`config.mk`:
```
export PLATFORM = sky130hd
export DESIGN_NAME = life_like_automaton_generation_unit
export DESIGN_NICKNAME = d
export VERILOG_FILES = /design/src/rtl/core/llag_pkg.sv /design/src/rtl/core/life_like_automaton_generation_unit.sv /design/src/rtl/core/llag_window_cell.sv /design/src/rtl/core/llag_line_buffer.sv
export SDC_FILE = /design/constraint.sdc
export NUM_CORES = 2
export LEC_CHECK = 0
export ABC_CLOCK_PERIOD_IN_PS = 10600
export BUFFER_PORTS_ARGS = -buffer_cell sky130_fd_sc_hd__buf_2
export CAP_MARGIN = 20
export CORE_MARGIN = 5
export CORE_UTILIZATION = 41
export CTS_BUF_LIST = sky130_fd_sc_hd__clkbuf_16
export DETAILED_ROUTE_END_ITERATION = 12
export GPL_TIMING_DRIVEN = 0
export PLACE_DENSITY = 0.57
export SLEW_MARGIN = 40
export SYNTH_ARGS = -nofsm -noshare
export SYNTH_HDL_FRONTEND = slang
export SYNTH_SLANG_ARGS = --single-unit
```
`constraint.sdc`:
```
create_clock -name clock -period 10.6 [get_ports clock]
set_input_delay 2.12 -clock clock [delete_from_list [all_inputs] [get_ports clock]]
set_output_delay 2.12 -clock clock [all_outputs]
set_load 0.02 [all_outputs]
```
`src/rtl/core/llag_pkg.sv`:
```
// ----------------------------------------------------------------------------
// llag_pkg: shared types, constants and rule logic for the life-like generation unit
// Field widths, register codes, reset values and the next-state function.
// ----------------------------------------------------------------------------
package llag_pkg;

   // field widths of the item fields
   localparam int COL_W  = 9;
   localparam int ROW_W  = 12;
   localparam int MASK_W = 9;

   // stream bus widths (fields packed from bit 0, padded to whole bytes)
   localparam int REQ_TDATA_W = 8;
   localparam int RSP_FIELD_W = 1 + COL_W + ROW_W;
   localparam int RSP_TDATA_W = 24;
   localparam int RSP_PAD_W   = RSP_TDATA_W - RSP_FIELD_W;

   // register port
   localparam int CSR_AW = 4;
   localparam int CSR_DW = 32;

   // register reset values (B3/S23)
   localparam logic [MASK_W-1:0] RESET_SURVIVE = 9'd12;
   localparam logic [MASK_W-1:0] RESET_BIRTH   = 9'd8;
   localparam logic [COL_W-1:0]  RESET_WIDTH   = 9'd404;
   localparam logic [ROW_W-1:0]  RESET_HEIGHT  = 12'd254;

   // register index, byte address 4*index
   typedef enum logic [1:0] {
      REG_SURVIVE_MASK = 2'd0,
      REG_BIRTH_MASK   = 2'd1,
      REG_GRID_WIDTH   = 2'd2,
      REG_GRID_HEIGHT  = 2'd3
   } reg_index_type;

   // one window column: top, middle, bottom
   typedef logic [2:0] column_type;

   // next state of the center cell of a 3x3 window (bit 4 is the center)
   function automatic logic next_state(input logic [8:0] window,
                                       input logic [MASK_W-1:0] survive,
                                       input logic [MASK_W-1:0] birth);
      logic [3:0]        count;
      logic [MASK_W-1:0] rule;
      count = 4'd0;
      for (int i = 0; i < 9; i++) begin
         if (i != 4) begin
            count = count + {3'd0, window[i]};
         end
      end
      rule = window[4] ? survive : birth;
      return rule[count];
   endfunction

endpackage

```
`src/rtl/core/life_like_automaton_generation_unit.sv`:
```
// ----------------------------------------------------------------------------
// life_like_automaton_generation_unit: one generation of a life-like automaton
// Cells stream in on req_* in raster order (rows of grid_width + 2 cells,
// grid_height + 2 rows, dead border included); req_tuser marks the top-left
// border cell and clears the position counters. Each interior cell leaves on
// rsp_* with its next state, its coordinates in the updated area and
// rsp_tlast on the last interior cell of the frame; border cells give none.
// Rule masks and grid size are written through the csr_* register port; the
// user must write them only while the unit is idle, which the unit does not
// enforce. Throughput is one cell per clock unless rsp_tready holds the
// pipeline: the line buffer memory is read once and written once per cell
// and the window cells shift once per cell. An accepted cell passes the
// memory read at the accepting edge, then the window shift, then the
// output register that drives rsp_tvalid. When rsp_tready is low the
// pipeline keeps filling its empty stages and then holds req_tready low;
// no item is dropped. Reset clears the counters, window and pipeline and
// loads the B3/S23 rule, 404 x 254 grid; no clearing pass is run.
// ----------------------------------------------------------------------------
module life_like_automaton_generation_unit #(
   parameter int MAX_COLUMNS = 512,
   parameter int MAX_ROWS    = 4096
) (
   input  logic                               clock,
   input  logic                               reset,
   // input stream
   input  logic                               req_tvalid,
   output logic                               req_tready,
   input  logic [llag_pkg::REQ_TDATA_W-1:0]   req_tdata,  // [0] cell_alive
   input  logic [0:0]                         req_tuser,  // [0] frame_start
   // result stream
   output logic                               rsp_tvalid,
   input  logic                               rsp_tready,
   output logic [llag_pkg::RSP_TDATA_W-1:0]   rsp_tdata,  // [0] next_alive,
                                                          // [9:1] cell_column,
                                                          // [21:10] cell_row
   output logic                               rsp_tlast,  // frame_last
   // register port
   input  logic                               csr_psel,
   input  logic                               csr_penable,
   input  logic                               csr_pwrite,
   input  logic [llag_pkg::CSR_AW-1:0]        csr_paddr,
   input  logic [llag_pkg::CSR_DW-1:0]        csr_pwdata,
   output logic [llag_pkg::CSR_DW-1:0]        csr_prdata,
   output logic                               csr_pready
);

   localparam int COL_W = llag_pkg::COL_W;
   localparam int ROW_W = llag_pkg::ROW_W;
   localparam int LB_AW = $clog2(MAX_COLUMNS);

   // registers
   logic [llag_pkg::MASK_W-1:0] survive_ff;
   logic [llag_pkg::MASK_W-1:0] birth_ff;
   logic [COL_W-1:0]            width_ff;
   logic [ROW_W-1:0]            height_ff;
   logic                        csr_we;
   llag_pkg::reg_index_type     csr_index;

   // position counters
   logic [COL_W-1:0] col_ff, col_in, col_cur;
   logic [ROW_W-1:0] row_ff, row_in, row_cur;
   logic [COL_W:0]   last_col;
   logic [ROW_W:0]   last_row;
   logic             col_wrap, row_wrap, emit, is_last, lb_inb;

   // pipeline
   logic             accept, s1_adv, s1_free, s2_adv, s2_free, out_en;
   logic             s1_valid_ff, s1_cell_ff, s1_inb_ff, s1_emit_ff, s1_last_ff;
   logic [LB_AW-1:0] s1_addr_ff;
   logic [COL_W-1:0] s1_col_ff;
   logic [ROW_W-1:0] s1_row_ff;
   logic             s2_valid_ff, s2_emit_ff, s2_last_ff;
   logic [COL_W-1:0] s2_col_ff;
   logic [ROW_W-1:0] s2_row_ff;
   logic [1:0]       lb_data;
   logic [8:0]       window;
   llag_pkg::column_type wcol [4];

   // output register
   logic             rsp_valid_ff, rsp_alive_ff, rsp_last_ff;
   logic [COL_W-1:0] rsp_col_ff;
   logic [ROW_W-1:0] rsp_row_ff;

   // register port: writes complete in the access phase
   assign csr_pready = 1'b1;
   assign csr_we     = csr_psel && csr_penable && csr_pwrite && csr_pready;
   assign csr_index  = llag_pkg::reg_index_type'(csr_paddr[3:2]);

   always_ff @(posedge clock) begin
      if (reset) begin
         survive_ff <= llag_pkg::RESET_SURVIVE;
         birth_ff   <= llag_pkg::RESET_BIRTH;
         width_ff   <= llag_pkg::RESET_WIDTH;
         height_ff  <= llag_pkg::RESET_HEIGHT;
      end else if (csr_we) begin
         unique case (csr_index)
            llag_pkg::REG_SURVIVE_MASK: survive_ff <= csr_pwdata[llag_pkg::MASK_W-1:0];
            llag_pkg::REG_BIRTH_MASK:   birth_ff   <= csr_pwdata[llag_pkg::MASK_W-1:0];
            llag_pkg::REG_GRID_WIDTH:   width_ff   <= csr_pwdata[COL_W-1:0];
            llag_pkg::REG_GRID_HEIGHT:  height_ff  <= csr_pwdata[ROW_W-1:0];
            default: ;
         endcase
      end
   end

   // register read
   always_comb begin
      csr_prdata = '0;
      unique case (csr_index)
         llag_pkg::REG_SURVIVE_MASK: csr_prdata = llag_pkg::CSR_DW'(survive_ff);
         llag_pkg::REG_BIRTH_MASK:   csr_prdata = llag_pkg::CSR_DW'(birth_ff);
         llag_pkg::REG_GRID_WIDTH:   csr_prdata = llag_pkg::CSR_DW'(width_ff);
         llag_pkg::REG_GRID_HEIGHT:  csr_prdata = llag_pkg::CSR_DW'(height_ff);
         default: ;
      endcase
   end

   // handshake: each stage moves when the one after it has room
   assign out_en     = !rsp_valid_ff || rsp_tready;
   assign s2_adv     = s2_valid_ff && (!s2_emit_ff || out_en);
   assign s2_free    = !s2_valid_ff || s2_adv;
   assign s1_adv     = s1_valid_ff && s2_free;
   assign s1_free    = !s1_valid_ff || s1_adv;
   assign req_tready = s1_free;
   assign accept     = req_tvalid && req_tready;

   // position of the incoming cell and its window decision
   always_comb begin
      col_cur  = req_tuser[0] ? '0 : col_ff;
      row_cur  = req_tuser[0] ? '0 : row_ff;
      last_col = {1'b0, width_ff} + (COL_W+1)'(1);
      last_row = {1'b0, height_ff} + (ROW_W+1)'(1);
      col_wrap = ({1'b0, col_cur} >= last_col) ||
                 (32'(col_cur) + 32'd1 >= 32'(MAX_COLUMNS));
      row_wrap = ({1'b0, row_cur} >= last_row) ||
                 (32'(row_cur) + 32'd1 >= 32'(MAX_ROWS));
      emit     = (row_cur >= ROW_W'(2)) && ({1'b0, row_cur} <= last_row) &&
                 (col_cur >= COL_W'(2)) && ({1'b0, col_cur} <= last_col);
      is_last  = ({1'b0, row_cur} == last_row) && ({1'b0, col_cur} == last_col);
      lb_inb   = 32'(col_cur) < 32'(MAX_COLUMNS);
      col_in   = col_wrap ? '0 : col_cur + COL_W'(1);
      row_in   = !col_wrap ? row_cur : (row_wrap ? '0 : row_cur + ROW_W'(1));
   end

   always_ff @(posedge clock) begin
      if (reset) begin
         col_ff <= '0;
         row_ff <= '0;
      end else if (accept) begin
         col_ff <= col_in;
         row_ff <= row_in;
      end
   end

   // stage 1: line buffer read in flight
   always_ff @(posedge clock) begin
      if (reset) begin
         s1_valid_ff <= 1'b0;
      end else if (s1_free) begin
         s1_valid_ff <= accept;
      end
   end

   always_ff @(posedge clock) begin
      if (accept) begin
         s1_cell_ff <= req_tdata[0];
         s1_inb_ff  <= lb_inb;
         s1_addr_ff <= LB_AW'(col_cur);
         s1_emit_ff <= emit;
         s1_last_ff <= is_last;
         s1_col_ff  <= col_cur - COL_W'(2);
         s1_row_ff  <= row_cur - ROW_W'(2);
      end
   end

   llag_line_buffer #(
      .DEPTH (MAX_COLUMNS),
      .AW    (LB_AW)
   ) u_line_buffer (
      .clock   (clock),
      .rd_en   (accept),
      .rd_inb  (lb_inb),
      .rd_addr (LB_AW'(col_cur)),
      .wr_en   (s1_adv && s1_inb_ff),
      .wr_addr (s1_addr_ff),
      .wr_data ({lb_data[0], s1_cell_ff}),
      .rd_data (lb_data)
   );

   // window: newest column enters cell 0 and moves toward cell 2
   assign wcol[0] = {lb_data[1], lb_data[0], s1_cell_ff};

   for (genvar i = 0; i < 3; i++) begin : g_window
      llag_window_cell u_cell (
         .clock    (clock),
         .reset    (reset),
         .shift_en (s1_adv),
         .col_in   (wcol[i]),
         .col_out  (wcol[i+1])
      );
   end

   assign window = {wcol[3], wcol[2], wcol[1]};

   // stage 2: window complete for this item
   always_ff @(posedge clock) begin
      if (reset) begin
         s2_valid_ff <= 1'b0;
      end else if (s2_free) begin
         s2_valid_ff <= s1_adv;
      end
   end

   always_ff @(posedge clock) begin
      if (s1_adv) begin
         s2_emit_ff <= s1_emit_ff;
         s2_last_ff <= s1_last_ff;
         s2_col_ff  <= s1_col_ff;
         s2_row_ff  <= s1_row_ff;
      end
   end

   // output register
   always_ff @(posedge clock) begin
      if (reset) begin
         rsp_valid_ff <= 1'b0;
      end else if (s2_adv && s2_emit_ff) begin
         rsp_valid_ff <= 1'b1;
      end else if (rsp_tready) begin
         rsp_valid_ff <= 1'b0;
      end
   end

   always_ff @(posedge clock) begin
      if (s2_adv && s2_emit_ff) begin
         rsp_alive_ff <= llag_pkg::next_state(window, survive_ff, birth_ff);
         rsp_col_ff   <= s2_col_ff;
         rsp_row_ff   <= s2_row_ff;
         rsp_last_ff  <= s2_last_ff;
      end
   end

   assign rsp_tvalid = rsp_valid_ff;
   assign rsp_tdata  = {{llag_pkg::RSP_PAD_W{1'b0}}, rsp_row_ff, rsp_col_ff, rsp_alive_ff};
   assign rsp_tlast  = rsp_last_ff;

`ifndef SYNTHESIS
   a_counters_in_range: assert property (@(posedge clock) disable iff (reset)
      (32'(col_ff) < 32'(MAX_COLUMNS)) && (32'(row_ff) < 32'(MAX_ROWS)))
      else $error("position counter beyond line buffer or frame limit");
   a_result_moves_on: assert property (@(posedge clock) disable iff (reset)
      s1_valid_ff && s1_emit_ff && s1_adv |=> s2_valid_ff && s2_emit_ff)
      else $error("item with a result lost between stages");
   a_blocked_result_held: assert property (@(posedge clock) disable iff (reset)
      s2_valid_ff && s2_emit_ff && !out_en |=>
         s2_valid_ff && $stable(s2_col_ff) && $stable(s2_row_ff))
      else $error("blocked result left the window stage");
`endif

endmodule

```
`src/rtl/core/llag_window_cell.sv`:
```
// ----------------------------------------------------------------------------
// llag_window_cell: one column of the 3x3 neighborhood window
// Holds three cells and hands them to the next (older) column on each shift.
// ----------------------------------------------------------------------------
module llag_window_cell (
   input  logic                  clock,
   input  logic                  reset,
   input  logic                  shift_en,
   input  llag_pkg::column_type  col_in,
   output llag_pkg::column_type  col_out
);

   llag_pkg::column_type col_ff;

   // column register, shifts once per item
   always_ff @(posedge clock) begin
      if (reset) begin
         col_ff <= '0;
      end else if (shift_en) begin
         col_ff <= col_in;
      end
   end

   assign col_out = col_ff;

endmodule

```
`src/rtl/core/llag_line_buffer.sv`:
```
// ----------------------------------------------------------------------------
// llag_line_buffer: two stacked line buffers in one memory
// Entry bit 1 is the upper row, bit 0 the middle row. Registered read with
// forwarding of a write to the same entry issued in the read cycle.
// ----------------------------------------------------------------------------
module llag_line_buffer #(
   parameter int DEPTH = 512,
   parameter int AW    = 9
) (
   input  logic          clock,
   input  logic          rd_en,
   input  logic          rd_inb,
   input  logic [AW-1:0] rd_addr,
   input  logic          wr_en,
   input  logic [AW-1:0] wr_addr,
   input  logic [1:0]    wr_data,
   output logic [1:0]    rd_data
);

   logic [1:0]    mem [DEPTH];
   logic [1:0]    q_ff;
   logic [1:0]    fwd_data_ff;
   logic          fwd_ff;
   logic          zero_ff;

   // write port
   always_ff @(posedge clock) begin
      if (wr_en) begin
         mem[wr_addr] <= wr_data;
      end
   end

   // read port, held until the next read
   always_ff @(posedge clock) begin
      if (rd_en) begin
         q_ff        <= mem[rd_addr];
         fwd_ff      <= wr_en && (wr_addr == rd_addr);
         fwd_data_ff <= wr_data;
         zero_ff     <= !rd_inb;
      end
   end

   // columns beyond the depth read zero
   assign rd_data = zero_ff ? 2'b00 : (fwd_ff ? fwd_data_ff : q_ff);

`ifndef SYNTHESIS
   a_fwd_same_entry: assert property (@(posedge clock)
      rd_en && wr_en && (rd_addr == wr_addr) |=> fwd_ff)
      else $error("write to the entry being read not forwarded");
   a_out_of_range_zero: assert property (@(posedge clock)
      rd_en && !rd_inb |=> rd_data == 2'b00)
      else $error("out of range column did not read zero");
`endif

endmodule

```
==> out/metrics.yaml <==
status: "complete, no violations"
drv_cap: 0
ant_nets: 0
holdBufCountCts: 0
max_stage_delay_ns: 0.82
rsz0062_at_grt: "false"
cts_tree: "done"
r2r-end: "u_line_buffer.q_ff[1]$_DFFE_PP_"
synth_edf_count: 1107
p_sw_share_pct: 23.9
die-area_sq_mm: 0.130
die_h_microns: 361
synth_cell_type_count: 75
crit_path_end: "u_line_buffer.q_ff[1]$_DFFE_PP_"
rr_worst_depth: 12
die_w_microns: 361
tightestPinTransition_ns: 1.01
p_seq_share_pct: 49.8
pre_cts_ws_ns: 3.49
grt_max_degree: 92
crit_start: "req_tuser"
end_kind: "register"
final_nets: 4341
synth_top_area_cell: "edfxtp_1"
seq_area_frac_synth_pct: 68.6
timing.hold.ws_ns: 0.398
num-fill-cells: 11000
hp-class: "reg -> reg"
cts_buffer_depth: 3
vias: 38700
synth_area_sq_mm: 0.0506
grt.total_usage_pct: 32.7
min-delay-start: "s1_col_ff[5]$_DFFE_PP_"
core_sq_mm: 0.122
cts_sinks: 1179
yosys_warnings: 0
worst_clock_skew_ns: 0.0457
dp.cells: 5737
io_buffer_count: 56
clock.fmax_ghz: 0.147
cts-root-buf: "clkbuf_16"
yosys-top-cells-count: "edfxtp_1 (1107), nor2_1 (597), nand2_1 (515)"
synthCells: 3979
syn_to_final_growth_pct: 15.3
finish.utilization_pct: 47.7
antenna_found_initial: 17
reg2reg_from: "col_ff[0]$_SDFFE_PP0P_"
final.setup.worst_slack_ns: 3.78
async_flop_share_pct: 0
core.rowCount: 128
synth.top_cell.area_share_pct: 65.8
path_buf_inv: 5
path_clk_slew_ns: 0.06
drt_iter0_drc: 6930
first_pass_iters: 10
final_cells: 5982
p_leak_nw: 19.2
critical_path_peak_fanout: 10
clock_power_share_pct: 43.8
initial_utilization_pct: 41.4
finalCriticalPeriod_ns: 6.82
cts_buffers: 130
yosys-top-cells-area: "edfxtp_1 (66%), mux2i_1 (4.6%), nor2_1 (4.4%)"
cts_htree_levels: 4
gp_congestion: 1.03
synthFlopType: "edfxtp_1"
worst-setup-path-type: "in -> reg"
p_sw_mw: 2.47
drt-wirelength-per-cell_microns: 36.8
drc_errors: 0
worstSetupStartpointType: "input port"
cpLargestDelayFamily: "buffers and inverters"
finalHoldViolations: 0
cp.arrival_ns: 7.32
grt_pass1_wl_mm: 293
grt_pass1_vias: 35800
worstPathCellList: "buf_2 > inv_1 > clkbuf_2 > nand2_1 > inv_1 > nand2b_1 > clkbuf_2 > a31oi_1 > a311o_1 > o311ai_0 > a32oi_1"
tns_ns: 0
yosysMostFrequentCell: "edfxtp_1"
period_share_pct: 64.3
clk_latency_ns: 0.80
internal-power_mw: 7.87
setup_viol: 0
path_depth: 11
syn_avg_cell_area_sq_um: 12.7
dp_hpwl_mm: 148
drive_gt1_share_pct: 13.9
vias_per_cell: 6.46
maxSlewViolCount: 0
gr-total-overflow: 0
cts_resized: 0
relSlewSlack_pct: 31.9
wirelength_mm: 220
ys_ff_latch: 1179
ir_drop_mv: 0.175
power_per_cell_area_mw_per_mm2: 177
io_pins: 112
crit_slowest_cell: "inv_1"
required_ns: 11.10
cts_setup_buffers: 0
r2r_slack_ns: 4.91
p_comb_share_pct: 6.4
placed cells by master, fill, tap and decap left out, types with 43 or more instances in the layout:
cell       netlist  final
edfxtp_1      1107   1107
buf_2           86    156
mux2i_1        230    230
dfxtp_1         72     72
nand3_1        147    147
clkbuf_2         0     87
nor2_1         597    590
clkbuf_1       179     91
inv_1           33     59
ha_1            43     43
nand2_1        515    513
mux2_2          58     57
o21ai_0        110    108
clkbuf_16        0    135
a21oi_1        228    228
a31oi_1         64     63
worst min-delay path by stage:
stage	to	cells after the start
floorplan	rsp_col_ff[0]$_DFFE_PP_	0
global placement	s2_col_ff[2]$_DFFE_PP_	0
detailed placement	rsp_col_ff[1]$_DFFE_PP_	0
CTS	s2_col_ff[5]$_DFFE_PP_	0
global route	s2_col_ff[5]$_DFFE_PP_	0
finish	s2_col_ff[5]$_DFFE_PP_	0
power groups by stage:
stage | clock, mW | combinational (mW) | sequential, mW
3_3_place_gp | 0 | 0.534 | 5.36
6_report | 4.53 | 0.666 | 5.14
2_1_floorplan | 0 | 0.258 | 5.30
5_1_grt | 4.72 | 0.661 | 5.14
3_5_place_dp | 0 | 0.627 | 5.24
4_1_cts | 4.51 | 0.629 | 5.14
registers in the layout, summed over array words and instances (netlist names), 12 cells and up:
signal / count
height_ff: 12
row_ff: 12
rsp_row_ff: 12
s1_row_ff: 12
s2_row_ff: 12
u_line_buffer.mem: 1024
metrics by stage:
step	power, mW	cell area [sq um]
after global placement	5.90	52900
after detailed placement	5.87	54100
after global routing	10.5	58300
after floorplan	5.55	50600
final	10.3	58300
after CTS	10.3	58200
layer usage:
metal	track usage (%)	vias to the layer above	wire length, microns
met2	46.9	3673	91700
li1	-	15200	-
met3	13.3	848	34900
met4	21.8	14	17500
met1	40.5	18900	75900
met5	0.182	-	79
cell families (layout without fill, tap and decap cells):
| logic type | count (synthesis) | count (layout) | synth area share, % |
|---|---|---|---|
| muxes | 311 | 311 | 6.90 |
| xor gates and xnor gates | 48 | 48 | 0.874 |
| adders and majority gates | 45 | 45 | 1.14 |
| AOI/OAI and AO/OA | 639 | 639 | 7.91 |
| other | 2 | 35 | 0.0149 |
| DFF | 1179 | 1179 | 68.6 |
| buffers and inverters | 353 | 698 | 3.04 |
| and+or+nand+nor | 1402 | 1402 | 11.5 |
area by class of cell:
cell class / instances / area (sq um) / area share, %
sequential: 1179 / 34700 / 59.5
multi-input combinational: 2468 / 14500 / 24.9
clock buffer: 135 / 3380 / 5.80
tap: 1625 / 2030 / 3.49
buffer: 313 / 1510 / 2.60
timing repair buffer: 112 / 1180 / 2.02
clock inverter: 98 / 785 / 1.35
inverter: 40 / 153 / 0.262
antenna: 12 / 30.0 / 0.0515
worst register-to-register path, delay by kind of cell (launching register included):
kind	cells	cell delay [ns]
buffers and inverters	5	2.91
AOI/OAI and AO/OA	6	2.07
DFF	1	0.30
and+or+nand+nor	1	0.13
(Power assumes the default switching activity.)
